`config.mk`:
```
export PLATFORM = sky130hd
export DESIGN_NAME = z85_double_word_decoder_flat
export DESIGN_NICKNAME = d
export VERILOG_FILES = /design/src/rtl/core/z85dw_pkg.sv /design/src/rtl/core/z85dw_if.sv /design/src/rtl/core/z85dw_in_stage.sv /design/src/rtl/core/z85dw_acc.sv /design/src/rtl/core/z85_double_word_decoder.sv /design/src/flat_wrapper.sv
export SDC_FILE = /design/constraint.sdc
export NUM_CORES = 1
export LEC_CHECK = 0
export BUFFER_PORTS_ARGS = -buffer_cell sky130_fd_sc_hd__buf_4
export CAP_MARGIN = 30
export CELL_PAD_IN_SITES_DETAIL_PLACEMENT = 1
export CELL_PAD_IN_SITES_GLOBAL_PLACEMENT = 1
export CORE_ASPECT_RATIO = 1.4
export CORE_UTILIZATION = 50
export CTS_CLUSTER_SIZE = 40
export DETAILED_ROUTE_END_ITERATION = 12
export HOLD_SLACK_MARGIN = 0.15
export PLACE_DENSITY = 0.9
export SETUP_SLACK_MARGIN = 0.4
export SLEW_MARGIN = 20
export SYNTH_ARGS = -nofsm -noshare
export SYNTH_HDL_FRONTEND = slang
export SYNTH_SLANG_ARGS = --single-unit
```
`constraint.sdc`:
```
create_clock -name clk -period 15.86 [get_ports clk]
set_input_delay 3.172 -clock clk [delete_from_list [all_inputs] [get_ports clk]]
set_output_delay 3.172 -clock clk [all_outputs]
set_load 0.05 [all_outputs]
```
`src/rtl/core/z85dw_pkg.sv`:
```
// Shared types, constants and the Z85 reverse lookup for the double word decoder.
// No dependencies; every other file of the block depends on this package.
package z85dw_pkg;

    localparam int CHAR_W  = 8;
    localparam int DIGIT_W = 7;
    localparam int HALF_W  = 32;
    localparam int WORD_W  = 64;
    localparam int LEN_W   = 16;
    localparam int POS_W   = 4;

    localparam logic [HALF_W-1:0]  Z85_BASE    = 32'd85;
    localparam logic [LEN_W-1:0]   LEN_RESET   = 16'd400;
    localparam logic [POS_W-1:0]   POS_FIRST   = 4'd0;
    localparam logic [POS_W-1:0]   POS_LOW_END = 4'd4;
    localparam logic [POS_W-1:0]   POS_HIGH    = 4'd5;
    localparam logic [POS_W-1:0]   POS_FINAL   = 4'd9;

    // Digit value for bytes 0x00..0x7F; bytes outside the alphabet map to zero.
    localparam logic [DIGIT_W-1:0] Z85_DIGIT [0:127] = '{
        7'h00, 7'h00, 7'h00, 7'h00, 7'h00, 7'h00, 7'h00, 7'h00,
        7'h00, 7'h00, 7'h00, 7'h00, 7'h00, 7'h00, 7'h00, 7'h00,
        7'h00, 7'h00, 7'h00, 7'h00, 7'h00, 7'h00, 7'h00, 7'h00,
        7'h00, 7'h00, 7'h00, 7'h00, 7'h00, 7'h00, 7'h00, 7'h00,
        7'h00, 7'h44, 7'h00, 7'h54, 7'h53, 7'h52, 7'h48, 7'h00,
        7'h4b, 7'h4c, 7'h46, 7'h41, 7'h00, 7'h3f, 7'h3e, 7'h45,
        7'h00, 7'h01, 7'h02, 7'h03, 7'h04, 7'h05, 7'h06, 7'h07,
        7'h08, 7'h09, 7'h40, 7'h00, 7'h49, 7'h42, 7'h4a, 7'h47,
        7'h51, 7'h24, 7'h25, 7'h26, 7'h27, 7'h28, 7'h29, 7'h2a,
        7'h2b, 7'h2c, 7'h2d, 7'h2e, 7'h2f, 7'h30, 7'h31, 7'h32,
        7'h33, 7'h34, 7'h35, 7'h36, 7'h37, 7'h38, 7'h39, 7'h3a,
        7'h3b, 7'h3c, 7'h3d, 7'h4d, 7'h00, 7'h4e, 7'h43, 7'h00,
        7'h00, 7'h0a, 7'h0b, 7'h0c, 7'h0d, 7'h0e, 7'h0f, 7'h10,
        7'h11, 7'h12, 7'h13, 7'h14, 7'h15, 7'h16, 7'h17, 7'h18,
        7'h19, 7'h1a, 7'h1b, 7'h1c, 7'h1d, 7'h1e, 7'h1f, 7'h20,
        7'h21, 7'h22, 7'h23, 7'h4f, 7'h00, 7'h50, 7'h00, 7'h00
    };

    // Registered digit handed from the input stage to the accumulator stage.
    typedef struct packed {
        logic               valid;
        logic [DIGIT_W-1:0] digit;
    } digit_stage_t;

    function automatic logic [DIGIT_W-1:0] z85_digit(input logic [CHAR_W-1:0] c);
        logic [DIGIT_W-1:0] d;
        d = c[CHAR_W-1] ? '0 : Z85_DIGIT[c[CHAR_W-2:0]];
        return d;
    endfunction

endpackage

```
`src/rtl/core/z85dw_if.sv`:
```
// Channel interfaces of the Z85 double word decoder: characters, words and configuration.
// Depends on z85dw_pkg for the field widths.
interface z85dw_char_if;
    logic                         valid;
    logic                         ready;
    logic [z85dw_pkg::CHAR_W-1:0] in_char;

    modport source (output valid, output in_char, input ready);
    modport sink   (input valid, input in_char, output ready);
endinterface

interface z85dw_word_if;
    logic                         valid;
    logic                         ready;
    logic [z85dw_pkg::WORD_W-1:0] decoded_word;
    logic                         last_in_vector;

    modport source (output valid, output decoded_word, output last_in_vector, input ready);
    modport sink   (input valid, input decoded_word, input last_in_vector, output ready);
endinterface

interface z85dw_cfg_if;
    logic                        valid;
    logic                        ready;
    logic [z85dw_pkg::LEN_W-1:0] vector_length;

    modport source (output valid, output vector_length, input ready);
    modport sink   (input valid, input vector_length, output ready);
endinterface

```
`src/rtl/core/z85dw_in_stage.sv`:
```
// Input register of the Z85 decoder: looks up the digit of each character and holds it.
// Depends on z85dw_pkg and the character channel interface.
module z85dw_in_stage (
    input  logic                    clk,
    input  logic                    rst_n,
    z85dw_char_if.sink              chars,
    input  logic                    take,
    output z85dw_pkg::digit_stage_t stage
);
    import z85dw_pkg::*;

    logic               valid_reg;
    logic               valid_next;
    logic [DIGIT_W-1:0] digit_reg;
    logic               load;

    // The register may refill in the same cycle that the next stage takes its item.
    assign chars.ready = !valid_reg || take;
    assign load        = chars.valid && chars.ready;

    always_comb
    begin
        valid_next = valid_reg;
        if (load)
        begin
            valid_next = 1'b1;
        end
        else if (take)
        begin
            valid_next = 1'b0;
        end
    end

    always_ff @(posedge clk or negedge rst_n)
    begin
        if (!rst_n)
        begin
            valid_reg <= 1'b0;
        end
        else
        begin
            valid_reg <= valid_next;
        end
    end

    always_ff @(posedge clk)
    begin
        if (load)
        begin
            digit_reg <= z85_digit(chars.in_char);
        end
    end

    assign stage.valid = valid_reg;
    assign stage.digit = digit_reg;

endmodule

```
`src/rtl/core/z85dw_acc.sv`:
```
// Accumulator stage of the Z85 decoder: folds digits into words and holds the result item.
// Depends on z85dw_pkg and the word and configuration channel interfaces.
module z85dw_acc (
    input  logic                    clk,
    input  logic                    rst_n,
    input  z85dw_pkg::digit_stage_t stage,
    output logic                    take,
    z85dw_word_if.source            words,
    z85dw_cfg_if.sink               cfg
);
    import z85dw_pkg::*;

    logic [HALF_W-1:0] acc_reg;
    logic [HALF_W-1:0] acc_next;
    logic [POS_W-1:0]  pos_reg;
    logic [HALF_W-1:0] low_reg;
    logic [LEN_W-1:0]  count_reg;
    logic [LEN_W-1:0]  count_inc;
    logic [LEN_W-1:0]  len_reg;
    logic              out_valid_reg;
    logic [WORD_W-1:0] out_word_reg;
    logic              out_last_reg;
    logic              emit;
    logic              is_last;
    logic              restart;

    assign cfg.ready = 1'b1;

    // Positions past nine cannot occur from reset; they are treated as the final one.
    assign emit    = pos_reg >= POS_FINAL;
    assign restart = (pos_reg == POS_FIRST) || (pos_reg == POS_HIGH);
    assign take    = stage.valid && (!emit || !out_valid_reg || words.ready);

    assign acc_next  = (restart ? '0 : acc_reg * Z85_BASE)
                     + {{(HALF_W-DIGIT_W){1'b0}}, stage.digit};
    assign count_inc = count_reg + 1'b1;
    assign is_last   = count_inc == len_reg;

    always_ff @(posedge clk or negedge rst_n)
    begin
        if (!rst_n)
        begin
            acc_reg       <= '0;
            pos_reg       <= '0;
            low_reg       <= '0;
            count_reg     <= '0;
            len_reg       <= LEN_RESET;
            out_valid_reg <= 1'b0;
        end
        else
        begin
            if (cfg.valid)
            begin
                len_reg <= cfg.vector_length;
            end
            if (take)
            begin
                acc_reg <= acc_next;
                pos_reg <= emit ? POS_FIRST : pos_reg + 1'b1;
                if (pos_reg == POS_LOW_END)
                begin
                    low_reg <= acc_next;
                end
                if (emit)
                begin
                    count_reg <= is_last ? '0 : count_inc;
                end
            end
            if (take && emit)
            begin
                out_valid_reg <= 1'b1;
            end
            else if (words.ready)
            begin
                out_valid_reg <= 1'b0;
            end
        end
    end

    always_ff @(posedge clk)
    begin
        if (take && emit)
        begin
            out_word_reg <= {acc_next, low_reg};
            out_last_reg <= is_last;
        end
    end

    assign words.valid          = out_valid_reg;
    assign words.decoded_word   = out_word_reg;
    assign words.last_in_vector = out_last_reg;

endmodule

```
`src/rtl/core/z85_double_word_decoder.sv`:
```
// Top level of the Z85 double word decoder: input register plus accumulator stage.
// Depends on z85dw_pkg, the channel interfaces, z85dw_in_stage and z85dw_acc.
//
// Usage: the chars channel takes one Z85 character byte per item. Every ten
// characters form one 64-bit word: characters one to five give the low half,
// six to ten the high half, each folded as acc*85+digit modulo 2^32. Bytes
// outside the alphabet count as digit zero. The words channel delivers the
// word together with last_in_vector, which is set when the word completes a
// vector of the length held in the configuration register. The cfg channel
// writes that length; it is always ready and should only be written while
// the decoder is idle.
//
// Throughput is one character per clock while the receiver keeps up. The
// tenth character of a group passes through the input register and then
// the result register before it reaches the words channel. The single
// multiply by 85 plus the digit add is the longest path.
//
// Reset clears the character position, the accumulator, the word counter
// and both valid flags, and loads a vector length of 400. When the receiver
// stalls, the result register holds its word; characters that complete no
// word keep flowing, and the chars channel drops ready only when a further
// finished word would have nowhere to go.
module z85_double_word_decoder (
    input  logic         clk,
    input  logic         rst_n,
    z85dw_char_if.sink   chars,
    z85dw_word_if.source words,
    z85dw_cfg_if.sink    cfg
);
    import z85dw_pkg::*;

    digit_stage_t stage;
    logic         take;

    z85dw_in_stage u_in_stage (
        .clk   (clk),
        .rst_n (rst_n),
        .chars (chars),
        .take  (take),
        .stage (stage)
    );

    z85dw_acc u_acc (
        .clk   (clk),
        .rst_n (rst_n),
        .stage (stage),
        .take  (take),
        .words (words),
        .cfg   (cfg)
    );

endmodule
```
`src/flat_wrapper.sv`:
```
// flat-port wrapper written by rule: the top's interface ports become plain ports
module z85_double_word_decoder_flat import z85dw_pkg::*;
  (clk, rst_n, chars_valid, chars_in_char, chars_ready, words_valid, words_decoded_word, words_last_in_vector, words_ready, cfg_valid, cfg_vector_length, cfg_ready);
  z85dw_char_if chars_i ();
  z85dw_word_if words_i ();
  z85dw_cfg_if cfg_i ();
  input  logic clk;
  input  logic rst_n;
  input wire logic [$bits(chars_i.valid)-1:0] chars_valid;
  input wire logic [$bits(chars_i.in_char)-1:0] chars_in_char;
  output wire logic [$bits(chars_i.ready)-1:0] chars_ready;
  output wire logic [$bits(words_i.valid)-1:0] words_valid;
  output wire logic [$bits(words_i.decoded_word)-1:0] words_decoded_word;
  output wire logic [$bits(words_i.last_in_vector)-1:0] words_last_in_vector;
  input wire logic [$bits(words_i.ready)-1:0] words_ready;
  input wire logic [$bits(cfg_i.valid)-1:0] cfg_valid;
  input wire logic [$bits(cfg_i.vector_length)-1:0] cfg_vector_length;
  output wire logic [$bits(cfg_i.ready)-1:0] cfg_ready;
  assign chars_i.valid = chars_valid;
  assign chars_i.in_char = chars_in_char;
  assign chars_ready = chars_i.ready;
  assign words_valid = words_i.valid;
  assign words_decoded_word = words_i.decoded_word;
  assign words_last_in_vector = words_i.last_in_vector;
  assign words_i.ready = words_ready;
  assign cfg_i.valid = cfg_valid;
  assign cfg_i.vector_length = cfg_vector_length;
  assign cfg_ready = cfg_i.ready;
  z85_double_word_decoder u_core (.clk(clk), .rst_n(rst_n), .chars(chars_i), .words(words_i), .cfg(cfg_i));
endmodule
```
==> impl_results.md <==
- Status: finished clean
- Final TNS setup: 0 ns
- Number of global-route vias before repair: 12.0k
- Gate Count Post-Synth: 1327
- Number of antenna cells inserted: 0
- Core box area: 24600 um2
- Syn nets: 1510
- GRT Overall Usage: 0.341
- Minimum clock period: 7.23 ns
- Worst Path Max Fanout: 3
- Unrepaired setup endpoints after global routing: no
- Area grow syn2layout: 12.6%
- Top_reg_cell synth: dfrtp_1
- DR pass1 iterations: 7
- Setup CP Type: input port to output pin
- DRC Markers: 0
- Routed wire per std cell: 24.5 um
- Rel. slew slack: 0.376
- FF-to-FF Start: u_core.u_acc.acc_reg[1]
- Post-CTS Setup Bufs: 0
- Synth unique cells: 76
- Clock Tree Buf Depth: 2
- Slew @ Worst Pin: just over 0.9 ns
- Initial antenna violation count: 0
- Die Y: between 150 and 200 um
- Sink Count: 174
- Peak Freq: around 140 MHz
- Initial cell density of the core: 0.508
- Dpl hpwl: 29.0 mm
- Gpl congestion: approximately 0.9
- Largest net degree at the start of global routing: 62
- Tightest Hold Check Type: flop to flop
- IO Port Bufs: 95
- Worst setup SP type: input port
- Netlist Area Pre-Place: 12500 um2
- Hold Fails Final Rpt: 0
- Global route overflow: 0
- Fin cells: between 1.5k and 2k
- Die area: 25600 um2
- Slew Viols, Final: 0
- Final number of setup-violating endpoints: 0
- CP required: 12.69 ns
- Via Count: 10.9k
- Final-stage net count: 1580
- I/O pin count: 97
- Mean Syn Cell Area: 9.41 um2
- WP data arrival: 4.06 ns
- Number of flops mapped to enable cells by yosys: 72
- Clk slew on worst S/H paths: around 0.07 ns
- Die X-Extent: 136 um
- Max-cap violations: 0
- TritonCTS clock tree: built
- Number of synthesized register bits: 174
- Register area share after synthesis: 0.378
- Hold path start: u_core.u_acc.low_reg[0]
- Hold_buf cts: 0
- H-tree Lvls: 4
- First-pass GRT wire length: 65.5 mm
- Crit end category: output pin
- Via density: 6.29
- CTS resizes: 0
- Worst skew pair latency: 0.47 ns
- FP Rows: 68
- Post-Place Cell Area: roughly 13000 um2
- Drt initial violations: 776
- Post-synth ARST share: 0.586
- R2R Setup Slk: 9.53 ns
- ANT nets after route: 0
- Tcrit/Tclk final: 0.456
- Final Cell Area: 14100 um2
- Max Clock Skew: 0.0151 ns
- CTS Buf Count: 17
- Largest register FFs: 64
- DP Cell Count: 1691
- Layout fillers: 2742
- Drt total wl: 42.2 mm
- Synth Warn #: 0
- Root Buffer: clkbuf_16
- Worst setup path start: words_ready
- Share of layout cells above drive strength 1: 0.127
-- critical path, cell delays in order --
cell and delay (ns):
buf_4 0.11, nand2b_1 0.20, nor2_1 0.22, nand2_1 0.14, buf_4 0.22
-- cell type report --
| class | count | area (um2) | share of cell area |
|---|---|---|---|
| clock inverters | 13 | 161 | 0.0115 |
| repair buffers | 105 | 783 | 0.0557 |
| multi-input cells | 925 | 6910 | 0.491 |
| inverters | 174 | 653 | 0.0464 |
| well taps | 315 | 394 | 0.0280 |
| flip-flops and latches | 174 | 4720 | 0.335 |
| clock buffers | 19 | 443 | 0.0315 |
-- metal layers --
layer | up-vias | track usage | share of wire
li1 | 4722 | - | -
met5 | - | 0 | 0
met1 | 5419 | 0.339 | 0.34
met4 | 0 | 0.279 | 0.085
met3 | 207 | 0.0560 | 0.049
met2 | 507 | 0.615 | 0.53
-- worst paths after layout --
check                                                     end  depth (start not counted)
setup / recovery                                  chars_ready                          5
hold / removal             u_core.u_acc.words.decoded_word[0]                          0
setup reg to reg                     u_core.u_acc.low_reg[25]                         16
hold reg to reg            u_core.u_acc.words.decoded_word[0]                          0
max in group asynchronous            u_core.u_acc.words.valid                          2
min in group asynchronous            u_core.u_acc.low_reg[29]                          1
-- metrics by stage --
| stage | util | worst slack [ns] | hold WS (ns) |
|---|---|---|---|
| 2_1_floorplan | - | 8.92 | 0.425 |
| 3_3_place_gp | 0.547 | 8.76 | 0.431 |
| 3_5_place_dp | 0.547 | 8.70 | 0.434 |
| 4_1_cts | 0.572 | 8.64 | 0.457 |
| 5_1_grt | 0.572 | 8.61 | 0.466 |
| 6_report | 0.572 | 8.63 | 0.458 |
-- synth_stat cells (6+ instances only) --
cell type  count  area share
nor2b_1       10      0.0050
nand4_1       26       0.013
fa_1          51       0.082
and3_1        10      0.0050
a21o_1        11      0.0066
xnor2_1       39       0.027
xor2_1        28       0.020
and4_1         7      0.0049
nor3_1        28       0.011
a21oi_1       56       0.022
buf_1          6      0.0018
inv_1        173       0.052
o211ai_1       9      0.0054
a31oi_1       22       0.011
o21a_1        10      0.0060
or2_2          6      0.0030
clkbuf_1      41       0.012
o31ai_1       16      0.0096
nor2_1        76       0.023
nand2_1      146       0.044
and2_1         9      0.0045
o21ai_0      101       0.040
nor4_1        13      0.0065
ha_1         103        0.10
mux2i_1        8      0.0064
mux2_2        19       0.017
dfrtp_1       99        0.20
edfxtp_1      72        0.17
nand3_1       21      0.0084
nand2b_1      16      0.0080
-- cell families (layout without fill, tap and decap cells) --
kind of cell,count (synthesis),after routing,synth area share
and+or+nand+nor,389,389,0.152
muxes,27,27,0.0235
xor gates and xnor gates,67,67,0.0470
other,1,1,0.000300
DFF,174,174,0.378
adders and majority gates,154,154,0.185
AOI/OAI and AO/OA,287,287,0.146
buffers and inverters,228,311,0.0694
-- cell usage in the layout (no fill, tap or decap), types with 26 or more instances in the layout --
master and instances:
inv_1 172, nand2_1 146, ha_1 103, buf_4 103, o21ai_0 100, dfrtp_1 99, nor2_1 76, edfxtp_1 72
a21oi_1 56, fa_1 51, xnor2_1 39, xor2_1 28, nor3_1 28, nand4_1 26
Power is not shown: default switching activity piles up to over one toggle a cycle in this logic, so the estimate is an artifact.
